**src/hdl/kmae_pkg.sv**
```systemverilog
// Shared types, constants, keymaps and escape expansion for the key matrix encoder.
package kmae_pkg;

    localparam int NUM_KEYS = 40;
    localparam int KEY_W    = 6;

    localparam logic [KEY_W-1:0] KEY_CAPS = KEY_W'(4);
    localparam logic [KEY_W-1:0] KEY_SYM  = KEY_W'(38);
    localparam logic [KEY_W-1:0] KEY_BRK  = KEY_W'(39);
    localparam logic [KEY_W-1:0] KEY_LAST = KEY_W'(NUM_KEYS - 1);

    localparam logic [7:0] BRK_CODE  = 8'h05;
    localparam logic [7:0] CHAR_ESC  = 8'h1b;
    localparam logic [7:0] CHAR_LBR  = 8'h5b;
    localparam logic [7:0] CHAR_TILD = 8'h7e;

    localparam logic [1:0] CFG_INIT_DELAY = 2'd0;
    localparam logic [1:0] CFG_REP_INT    = 2'd1;
    localparam logic [1:0] CFG_RAW_MODE   = 2'd2;

    localparam logic [6:0] RST_INIT_DELAY = 7'd30;
    localparam logic [6:0] RST_REP_INT    = 7'd5;

    typedef enum logic [1:0] {
        S_IDLE,
        S_LAYER,
        S_WALK,
        S_FLUSH
    } t_state;

    typedef struct packed {
        logic       update;
        logic       shift;
        logic [7:0] thr;
        logic [6:0] rep;
    } t_cell_ctl;

    typedef struct packed {
        logic            kind;
        logic [2:0]      len;
        logic [3:0][7:0] bytes;
    } t_emit;

    localparam logic [7:0] MAP0 [NUM_KEYS] = '{
        8'h76, 8'h63, 8'h78, 8'h7a, 8'h01, 8'h67, 8'h66, 8'h64, 8'h73, 8'h61,
        8'h74, 8'h72, 8'h65, 8'h77, 8'h71, 8'h35, 8'h34, 8'h33, 8'h32, 8'h31,
        8'h36, 8'h37, 8'h38, 8'h39, 8'h30, 8'h79, 8'h75, 8'h69, 8'h6f, 8'h70,
        8'h68, 8'h6a, 8'h6b, 8'h6c, 8'h0a, 8'h62, 8'h6e, 8'h6d, 8'h02, 8'h20
    };
    localparam logic [7:0] MAP1 [NUM_KEYS] = '{
        8'h56, 8'h43, 8'h58, 8'h5a, 8'h01, 8'h47, 8'h46, 8'h44, 8'h53, 8'h41,
        8'h54, 8'h52, 8'h45, 8'h57, 8'h51, 8'h25, 8'h24, 8'h23, 8'h40, 8'h21,
        8'h26, 8'h27, 8'h28, 8'h29, 8'h5f, 8'h59, 8'h55, 8'h49, 8'h4f, 8'h50,
        8'h48, 8'h4a, 8'h4b, 8'h4c, 8'h0a, 8'h42, 8'h4e, 8'h4d, 8'h02, 8'h05
    };
    localparam logic [7:0] MAP2 [NUM_KEYS] = '{
        8'h2f, 8'h3f, 8'h78, 8'h3a, 8'h01, 8'h7d, 8'h7b, 8'h5c, 8'h7c, 8'h7e,
        8'h3e, 8'h3c, 8'h65, 8'h77, 8'h09, 8'h85, 8'h34, 8'h33, 8'h60, 8'h81,
        8'h86, 8'h87, 8'h88, 8'h39, 8'h08, 8'h5b, 8'h5d, 8'h69, 8'h3b, 8'h22,
        8'h5e, 8'h2d, 8'h2b, 8'h3d, 8'h0a, 8'h2a, 8'h2c, 8'h2e, 8'h02, 8'h20
    };
    localparam logic [7:0] MAP3 [NUM_KEYS] = '{
        8'hd6, 8'hc3, 8'hd8, 8'hda, 8'h01, 8'hc7, 8'hc6, 8'hc4, 8'hd3, 8'hc1,
        8'hd4, 8'hd2, 8'hc5, 8'hd7, 8'hd1, 8'hb5, 8'hb4, 8'hb3, 8'hb2, 8'hb1,
        8'hb6, 8'hb7, 8'hb8, 8'hb9, 8'hb0, 8'hd9, 8'hd5, 8'hc9, 8'hcf, 8'hd0,
        8'hc8, 8'hca, 8'hcb, 8'hcc, 8'h8a, 8'hc2, 8'hce, 8'hcd, 8'h02, 8'ha0
    };

    function automatic logic [7:0] key_map(input logic [1:0] layer,
                                           input logic [KEY_W-1:0] key);
        logic [7:0] m;
        unique case (layer)
            2'd0:    m = MAP0[key];
            2'd1:    m = MAP1[key];
            2'd2:    m = MAP2[key];
            default: m = MAP3[key];
        endcase
        return m;
    endfunction

    function automatic t_emit emit_of(input logic [7:0] m);
        t_emit e;
        e.kind  = 1'b0;
        e.len   = 3'd1;
        e.bytes = {24'h0, m};
        if (m < 8'h08) begin
            e.len = 3'd0;
        end else if (m[7]) begin
            unique case (m[6:0])
                7'h01:   begin e.len = 3'd2; e.bytes = {16'h0, CHAR_ESC, CHAR_ESC}; end
                7'h05:   begin e.len = 3'd3; e.bytes = {8'h0, 8'h44, CHAR_LBR, CHAR_ESC}; end
                7'h06:   begin e.len = 3'd3; e.bytes = {8'h0, 8'h42, CHAR_LBR, CHAR_ESC}; end
                7'h07:   begin e.len = 3'd3; e.bytes = {8'h0, 8'h41, CHAR_LBR, CHAR_ESC}; end
                7'h08:   begin e.len = 3'd3; e.bytes = {8'h0, 8'h43, CHAR_LBR, CHAR_ESC}; end
                7'h30:   begin e.len = 3'd4; e.bytes = {CHAR_TILD, 8'h33, CHAR_LBR, CHAR_ESC}; end
                7'h35:   begin e.len = 3'd4; e.bytes = {CHAR_TILD, 8'h31, CHAR_LBR, CHAR_ESC}; end
                7'h36:   begin e.len = 3'd4; e.bytes = {CHAR_TILD, 8'h36, CHAR_LBR, CHAR_ESC}; end
                7'h37:   begin e.len = 3'd4; e.bytes = {CHAR_TILD, 8'h35, CHAR_LBR, CHAR_ESC}; end
                7'h38:   begin e.len = 3'd3; e.bytes = {8'h0, 8'h46, CHAR_LBR, CHAR_ESC}; end
                default: begin e.len = 3'd1; end
            endcase
        end
        return e;
    endfunction

endpackage

```
**src/hdl/kmae_cell.sv**
```systemverilog
// One hold-timer cell: updates its timer from its key bit or takes its neighbor's timer.
module kmae_cell (
    input  logic                i_clk,
    input  logic                i_rst_n,
    input  kmae_pkg::t_cell_ctl i_ctl,
    input  logic                i_key,
    input  logic [7:0]          i_next_timer,
    output logic [7:0]          o_timer
);
    import kmae_pkg::*;

    logic [7:0] r_timer;
    logic [7:0] n_timer;
    logic [7:0] w_inc;

    always_comb begin
        if (!i_key) begin
            w_inc = 8'd0;
        end else if (r_timer == 8'hff) begin
            w_inc = r_timer;
        end else begin
            w_inc = r_timer + 8'd1;
        end
    end

    always_comb begin
        n_timer = r_timer;
        if (i_ctl.update) begin
            n_timer = (w_inc >= i_ctl.thr) ? (w_inc - {1'b0, i_ctl.rep}) : w_inc;
        end else if (i_ctl.shift) begin
            n_timer = i_next_timer;
        end
    end

    always_ff @(posedge i_clk) begin
        if (!i_rst_n) begin
            r_timer <= 8'd0;
        end else begin
            r_timer <= n_timer;
        end
    end

    assign o_timer = r_timer;

endmodule

```
**src/hdl/kmae_chain.sv**
```systemverilog
// Ring of hold-timer cells that rotates toward cell zero during the key walk.
module kmae_chain (
    input  logic                          i_clk,
    input  logic                          i_rst_n,
    input  kmae_pkg::t_cell_ctl           i_ctl,
    input  logic [kmae_pkg::NUM_KEYS-1:0] i_keys,
    output logic [7:0]                    o_head,
    output logic [7:0]                    o_caps,
    output logic [7:0]                    o_sym
);
    import kmae_pkg::*;

    logic [7:0] w_timer [NUM_KEYS];

    for (genvar k = 0; k < NUM_KEYS; k++) begin : g_cell
        localparam int NEXT = (k + 1) % NUM_KEYS;
        kmae_cell u_cell (
            .i_clk        (i_clk),
            .i_rst_n      (i_rst_n),
            .i_ctl        (i_ctl),
            .i_key        (i_keys[k]),
            .i_next_timer (w_timer[NEXT]),
            .o_timer      (w_timer[k])
        );
    end

    assign o_head = w_timer[0];
    assign o_caps = w_timer[KEY_CAPS];
    assign o_sym  = w_timer[KEY_SYM];

endmodule

```
**src/hdl/key_matrix_autorepeat_encoder_unit.sv**
```systemverilog
// Top level of the key matrix scanner with typematic repeat and escape expansion.
//
//  Channel | Direction | Handshake              | Payload
//  in      | sink      | i_in_valid/o_in_ready  | i_key_pressed[39:0]
//  out     | source    | o_out_valid/i_out_ready| o_kind, o_code[7:0], o_last
//  cfg     | sink      | i_cfg_valid/o_cfg_ready| i_cfg_index[1:0], i_cfg_data[6:0]
//
// A scan loads the layer from the caps and symbol timers, then rotates the ring of
// all 40 timer cells past its head cell, holding while later escape bytes go out.
// Raw scans skip layer and walk. A new scan is taken only once the last one is done.
// Reset clears all hold timers at once and restores the register defaults.
// A stalled output holds the walk at a key with bytes due while one result is staged.
module key_matrix_autorepeat_encoder_unit (
    input  logic                          i_clk,
    input  logic                          i_rst_n,
    input  logic                          i_in_valid,
    output logic                          o_in_ready,
    input  logic [kmae_pkg::NUM_KEYS-1:0] i_key_pressed,
    output logic                          o_out_valid,
    input  logic                          i_out_ready,
    output logic                          o_kind,
    output logic [7:0]                    o_code,
    output logic                          o_last,
    input  logic                          i_cfg_valid,
    output logic                          o_cfg_ready,
    input  logic [1:0]                    i_cfg_index,
    input  logic [6:0]                    i_cfg_data
);
    import kmae_pkg::*;

    t_state r_state;
    t_state n_state;

    logic [6:0]       r_init_delay;
    logic [6:0]       r_rep_int;
    logic             r_raw;
    logic [1:0]       r_layer;
    logic [KEY_W-1:0] r_key_idx;
    logic [1:0]       r_seq_idx;
    logic             r_pend_v;
    logic             r_pend_kind;
    logic [7:0]       r_pend_code;
    logic             r_out_v;
    logic             r_out_kind;
    logic [7:0]       r_out_code;
    logic             r_out_last;

    t_cell_ctl  w_ctl;
    logic [7:0] w_head;
    logic [7:0] w_caps;
    logic [7:0] w_sym;
    logic [7:0] w_map;
    t_emit      w_emit;
    logic       w_fire;
    logic       w_last_byte;
    logic       w_out_free;
    logic       w_can_gen;
    logic       w_accept;
    logic       w_raw_brk;
    logic       w_gen;
    logic       w_advance;
    logic       w_flush_push;
    logic       w_push;

    kmae_chain u_chain (
        .i_clk   (i_clk),
        .i_rst_n (i_rst_n),
        .i_ctl   (w_ctl),
        .i_keys  (i_key_pressed),
        .o_head  (w_head),
        .o_caps  (w_caps),
        .o_sym   (w_sym)
    );

    always_comb begin
        w_map = key_map(r_layer, r_key_idx);
        if (w_map == BRK_CODE) begin
            w_fire = (w_head == 8'd1);
            w_emit = '{kind: 1'b1, len: 3'd1, bytes: '0};
        end else begin
            w_fire = (w_head == 8'd1) || (w_head == {1'b0, r_init_delay});
            w_emit = emit_of(w_map);
        end
        if (!w_fire) begin
            w_emit.len = 3'd0;
        end
        w_last_byte = ({1'b0, r_seq_idx} == (w_emit.len - 3'd1));
    end

    always_comb begin
        w_out_free   = !r_out_v || i_out_ready;
        w_can_gen    = !r_pend_v || w_out_free;
        w_accept     = 1'b0;
        w_raw_brk    = 1'b0;
        w_gen        = 1'b0;
        w_advance    = 1'b0;
        w_flush_push = 1'b0;
        o_in_ready   = 1'b0;
        w_ctl.update = 1'b0;
        w_ctl.shift  = 1'b0;
        w_ctl.thr    = {1'b0, r_init_delay} + {1'b0, r_rep_int};
        w_ctl.rep    = r_rep_int;
        unique case (r_state)
            S_IDLE: begin
                o_in_ready   = 1'b1;
                w_accept     = i_in_valid;
                w_ctl.update = w_accept && !r_raw;
                w_raw_brk    = w_accept && r_raw && i_key_pressed[KEY_CAPS]
                               && i_key_pressed[KEY_SYM] && i_key_pressed[KEY_BRK];
            end
            S_LAYER: begin
            end
            S_WALK: begin
                w_gen       = (w_emit.len != 3'd0) && w_can_gen;
                w_advance   = (w_emit.len == 3'd0) || (w_gen && w_last_byte);
                w_ctl.shift = w_advance;
            end
            S_FLUSH: begin
                w_flush_push = r_pend_v && w_out_free;
            end
            default: begin
            end
        endcase
        w_push = (w_gen && r_pend_v) || w_flush_push;
    end

    always_comb begin
        n_state = r_state;
        unique case (r_state)
            S_IDLE: begin
                if (w_accept) begin
                    n_state = r_raw ? S_FLUSH : S_LAYER;
                end
            end
            S_LAYER: n_state = S_WALK;
            S_WALK: begin
                if (w_advance && (r_key_idx == KEY_LAST)) begin
                    n_state = S_FLUSH;
                end
            end
            S_FLUSH: begin
                if (!r_pend_v || w_out_free) begin
                    n_state = S_IDLE;
                end
            end
            default: n_state = S_IDLE;
        endcase
    end

    always_ff @(posedge i_clk) begin
        if (!i_rst_n) begin
            r_state      <= S_IDLE;
            r_init_delay <= RST_INIT_DELAY;
            r_rep_int    <= RST_REP_INT;
            r_raw        <= 1'b0;
            r_layer      <= 2'd0;
            r_key_idx    <= '0;
            r_seq_idx    <= 2'd0;
            r_pend_v     <= 1'b0;
            r_out_v      <= 1'b0;
        end else begin
            r_state <= n_state;
            if (i_cfg_valid) begin
                unique case (i_cfg_index)
                    CFG_INIT_DELAY: r_init_delay <= i_cfg_data;
                    CFG_REP_INT:    r_rep_int    <= i_cfg_data;
                    CFG_RAW_MODE:   r_raw        <= i_cfg_data[0];
                    default: begin
                    end
                endcase
            end
            if (r_state == S_LAYER) begin
                r_layer <= {w_sym != 8'd0, w_caps != 8'd0};
            end
            if (w_advance) begin
                r_key_idx <= (r_key_idx == KEY_LAST) ? '0 : r_key_idx + KEY_W'(1);
                r_seq_idx <= 2'd0;
            end else if (w_gen) begin
                r_seq_idx <= r_seq_idx + 2'd1;
            end
            if (w_raw_brk || w_gen) begin
                r_pend_v <= 1'b1;
            end else if (w_flush_push) begin
                r_pend_v <= 1'b0;
            end
            if (w_push) begin
                r_out_v <= 1'b1;
            end else if (i_out_ready) begin
                r_out_v <= 1'b0;
            end
        end
    end

    always_ff @(posedge i_clk) begin
        if (w_raw_brk) begin
            r_pend_kind <= 1'b1;
            r_pend_code <= 8'd0;
        end else if (w_gen) begin
            r_pend_kind <= w_emit.kind;
            r_pend_code <= w_emit.bytes[r_seq_idx];
        end
        if (w_push) begin
            r_out_kind <= r_pend_kind;
            r_out_code <= r_pend_code;
            r_out_last <= w_flush_push;
        end
    end

    assign o_out_valid = r_out_v;
    assign o_kind      = r_out_kind;
    assign o_code      = r_out_code;
    assign o_last      = r_out_last;
    assign o_cfg_ready = 1'b1;

`ifndef SYNTHESIS
    a_idle_no_pending: assert property (@(posedge i_clk) disable iff (!i_rst_n)
        (r_state == S_IDLE) |-> !r_pend_v)
        else $error("staging register holds a result while idle");

    a_idle_ring_home: assert property (@(posedge i_clk) disable iff (!i_rst_n)
        (r_state == S_IDLE) |-> (r_key_idx == '0))
        else $error("timer ring not back in key order when idle");

    a_seq_only_walk: assert property (@(posedge i_clk) disable iff (!i_rst_n)
        (r_seq_idx != 2'd0) |-> (r_state == S_WALK))
        else $error("escape byte index left set outside the key walk");

    a_push_frees_out: assert property (@(posedge i_clk) disable iff (!i_rst_n)
        w_push |-> (!r_out_v || i_out_ready))
        else $error("output register overwritten before its transaction");
`endif

endmodule

```
**config.mk**
```make
export PLATFORM = sky130hd
export DESIGN_NAME = key_matrix_autorepeat_encoder_unit
export DESIGN_NICKNAME = d
export VERILOG_FILES = /design/src/hdl/kmae_pkg.sv /design/src/hdl/kmae_cell.sv /design/src/hdl/kmae_chain.sv /design/src/hdl/key_matrix_autorepeat_encoder_unit.sv
export SDC_FILE = /design/constraint.sdc
export NUM_CORES = 2
export LEC_CHECK = 0
export BUFFER_PORTS_ARGS = -buffer_cell sky130_fd_sc_hd__buf_4
export CAP_MARGIN = 5
export CORE_UTILIZATION = 40
export DETAILED_ROUTE_END_ITERATION = 7
export GPL_TIMING_DRIVEN = 0
export MAX_ROUTING_LAYER = met4
export PLACE_DENSITY = 0.57
export SYNTH_ARGS = -nofsm -noshare
export SYNTH_HDL_FRONTEND = slang
export SYNTH_HIERARCHICAL = 1
export SYNTH_SLANG_ARGS = --single-unit
```
**constraint.sdc**
```tcl
create_clock -name i_clk -period 10.8 [get_ports i_clk]
set_clock_uncertainty 0.2 [all_clocks]
set_input_delay 1.08 -clock i_clk [delete_from_list [all_inputs] [get_ports i_clk]]
set_output_delay 1.08 -clock i_clk [all_outputs]
set_load 0.05 [all_outputs]
```
==> metrics.txt <==
Final Hold Fails 0; Crit Path Max Fanout 16; syn nets 7222; Max Slew Vio Count 0; cts bufs inserted 51; status complete, no violations; Synth Warn # 6; Row Count 130; largest family of logic cells by synthesized area compound AO/OA/AOI/OAI gates; GPL Wtd Cong 0.908; worst-case clock buffer depth 3; DRT iter0 DRCs 3472; hold path depth 0; area of the mapped netlist 51000 µm²; Hold Path Class register to register; leakage 23.5 nW; DRC 0; DIE AREA 129000 µm²; aggregate global-route resource usage 0.245; Synth top area share 0.172; NumNets Final 7365; cells along the critical path clkbuf_1 -> inv_1 -> ha_1 -> buf_2 -> nor2b_1 -> o32ai_1 -> a2111oi_1 -> nor4_4 -> nor3b_4 -> or4_1 -> a21oi_1 -> o21ai_0 -> ha_1 -> xor2_1 -> nand2_1 -> a211oi_2 -> mux2i_2 -> a21oi_4 -> buf_12 -> buf_12 -> clkbuf_1 -> mux2_2 -> o21ai_0 -> a31oi_1; Critical Path Source Type register; TritonCTS clock tree yes; mux share of post-synthesis cell area 0.105; max incr delay on CP 0.61 ns; number of distinct library cells after synthesis 104; Synth area leaders ha_1, dfxtp_1, o21ai_0, inv_1, a21oi_1; clk_lat worst skew 0.66 ns; Rel. slew slack 0.387; Setup Buffers After CTS 0; ANT nets after route 0; DIE HEIGHT 359 µm; critical path data arrival time 7.49 ns; Synth Area in Adders 0.188; Power Density 204 nW/µm²; I/O Pins 67; first-pass GRT wire length 253 mm; data required time at the worst endpoint 11.12 ns; vias in the first global route 45800; HPWL Detailed 116 mm; Clock Root Buffer clkbuf_16; Core Region 126000 µm²; initial cell density of the core 0.405; I/O Buffers 46; Syn Area/Cell 7.94 µm²; Worst path slowest cell a2111oi_1; drt first pass iters 6; Post-Place Cell Area 54500 µm²; synthesis-to-layout area growth 10.1%; Via Count 48600; total negative slack 0 ns; Final Non-Filler Cells 8266; Hold Buf Count CTS 0; worst flop-to-flop path endpoint u_chain/g_cell[13].u_cell/o_timer[0]; #FFs+latches synth 368; maxcap violations 0; Num Clock Sinks 368; share of layout cells above drive strength 1 0.101; Main synth FF type dfxtp_1; Worst Setup SP r_key_idx[0]; Max Clk Rate 140 MHz; r2r startpoint r_key_idx[0]; final wirelength 158 mm; Worst-Margin Slew 0.915 ns; delay-heaviest family, CP compound AO/OA/AOI/OAI gates; simple-gate portion of the synthesized area 0.187; GRT overflow 0; Post-Synthesis Cells 6425; H-Tree Depth 2; Placed Cells 8165; DR vias/cell 5.88; Post-synth EDFFs 10; Synth Area in Compound Gates 0.273; sequential share of the synthesized area 0.146; Hold EP o_code[3]; clock-pin slew of the registers on the worst-case setup and hold paths 0.06 ns; Synth Area in XOR/XNOR 0.0350; Tcrit/Tclk final 0.664; minimum clock period 7.17 ns; post-route cell area 56200 µm²; post-cts resize count 0; Reg2Reg Setup Slack 3.63 ns; DR WL/cell 19.1 µm; final setup violation count 0; Hold Path Origin r_pend_code[3]; Worst Reg-to-Reg Cells 24; dominant cell type by area after synthesis ha_1; Die X 359 µm; CP Capture Type register; antenna violations before repair 7; RSZ-0062 raised after global routing false; Crit path buffers/inverters 6; largest net degree at the start of global routing 160; Crit Path Category register to register; asr flop ratio synth 0; Max VDD drop 0.000125 V
-- report_power, final --
part | total (W) | leakage, nW | switching, W | internal [W]
sequential | 0.00258 | 3.04 | 0.000772 | 0.00181
clock | 0.00177 | 0.816 | 0.000730 | 0.00104
combinational | 0.00711 | 19.7 | 0.00404 | 0.00308
-- per-stage QoR --
step | total power (W) | hold WS, ns | setup slack, ns | util
global placement | 0.00966 | 0.214 | -7.30 | 0.424
detailed placement | 0.00962 | 0.213 | 3.68 | 0.432
CTS | 0.0115 | 0.230 | 3.63 | 0.446
finish | 0.0115 | 0.229 | 3.63 | 0.446
global route | 0.0125 | 0.234 | 3.09 | 0.446
floorplan | 0.00781 | 0.203 | 1.31 | -
-- worst max-delay path by stage --
stage	to	slack, ns	cells after the start
after floorplan	u_chain/g_cell[0].u_cell/o_timer[0]	1.31	4
after global placement	u_chain/g_cell[37].u_cell/o_timer[5]	-7.30	5
after detailed placement	u_chain/g_cell[13].u_cell/o_timer[0]	3.68	24
after CTS	u_chain/g_cell[9].u_cell/o_timer[1]	3.63	24
after global routing	u_chain/g_cell[24].u_cell/o_timer[1]	3.09	24
final	u_chain/g_cell[13].u_cell/o_timer[0]	3.63	24
-- cell usage after synthesis (all sizes together), types with 23 or more instances --
cell / count
a211oi: 107
a21boi: 37
a21o: 63
a21oi: 413
a31oi: 325
and2: 63
and3: 168
and4: 37
buf: 89
clkbuf: 90
dfxtp: 358
fa: 41
ha: 702
inv: 678
mux2: 290
mux2i: 193
nand2: 268
nand2b: 73
nand3: 254
nand4: 86
nor2: 217
nor2b: 82
nor3: 108
nor3b: 67
nor4b: 24
o2111ai: 39
o211ai: 61
o21a: 83
o21ai: 783
o21bai: 25
o311ai: 23
o31a: 24
or2: 24
or3: 42
or4b: 35
xnor2: 112
xor2: 92
-- worst register-to-register path, stage by stage (launching register included) --
cell and delay, ns:
dfxtp_1 0.56, clkbuf_1 0.47, inv_1 0.21, ha_1 0.33
buf_2 0.20, nor2b_1 0.14, o32ai_1 0.10, a2111oi_1 0.61
nor4_4 0.17, nor3b_4 0.22, or4_1 0.48, a21oi_1 0.38
o21ai_0 0.22, ha_1 0.33, xor2_1 0.15, nand2_1 0.12
a211oi_2 0.18, mux2i_2 0.17, a21oi_4 0.28, buf_12 0.22
buf_12 0.21, clkbuf_1 0.44, mux2_2 0.39, o21ai_0 0.21
a31oi_1 0.06
-- area by class of cell --
cell class / count / area (µm²)
Sequential cell: 368 / 7490
Multi-Input combinational cell: 5199 / 40300
Clock inverter: 24 / 269
Buffer: 179 / 766
Antenna cell: 6 / 15.0
Tap cell: 1650 / 2060
Clock buffer: 71 / 1420
Fill cell: 12500 / 69900
Timing Repair Buffer: 90 / 1250
Inverter: 679 / 2550
-- sequential cells by signal, indices dropped and copies added, names as in the netlist --
signal and cells:
o_code 8, o_kind 1, o_last 1, o_out_valid 1, r_init_delay 7, r_key_idx 6, r_layer 2, r_pend_code 8
r_pend_kind 1, r_pend_v 1, r_raw 1, r_rep_int 7, r_seq_idx 2, r_state 2, u_chain/g_cell.u_cell/o_timer 320
-- cell usage in the layout (no fill, tap or decap), types with 170 or more instances in the layout --
cell	n
inv_1	675
ha_1	701
a31oi_1	303
mux2i_1	170
o21ai_0	649
nand3_1	232
nand2_1	267
nor2_1	171
a21oi_1	389
dfxtp_1	351
-- cell families after synthesis --
group,after synthesis
AO/OA/AOI/OAI,2173
AND/OR/NAND/NOR,1595
buffers and inverters,858
adder cells (fa/ha/maj),743
multiplexers,483
flip-flops,368
XOR/XNOR,204
other,1
-- per-layer routing --
metal  part of all wire  track usage
met5                  0            -
met4              0.022       0.0615
met3              0.042       0.0227
met2               0.46        0.397
met1               0.48        0.325
(Power assumes the default switching activity.)
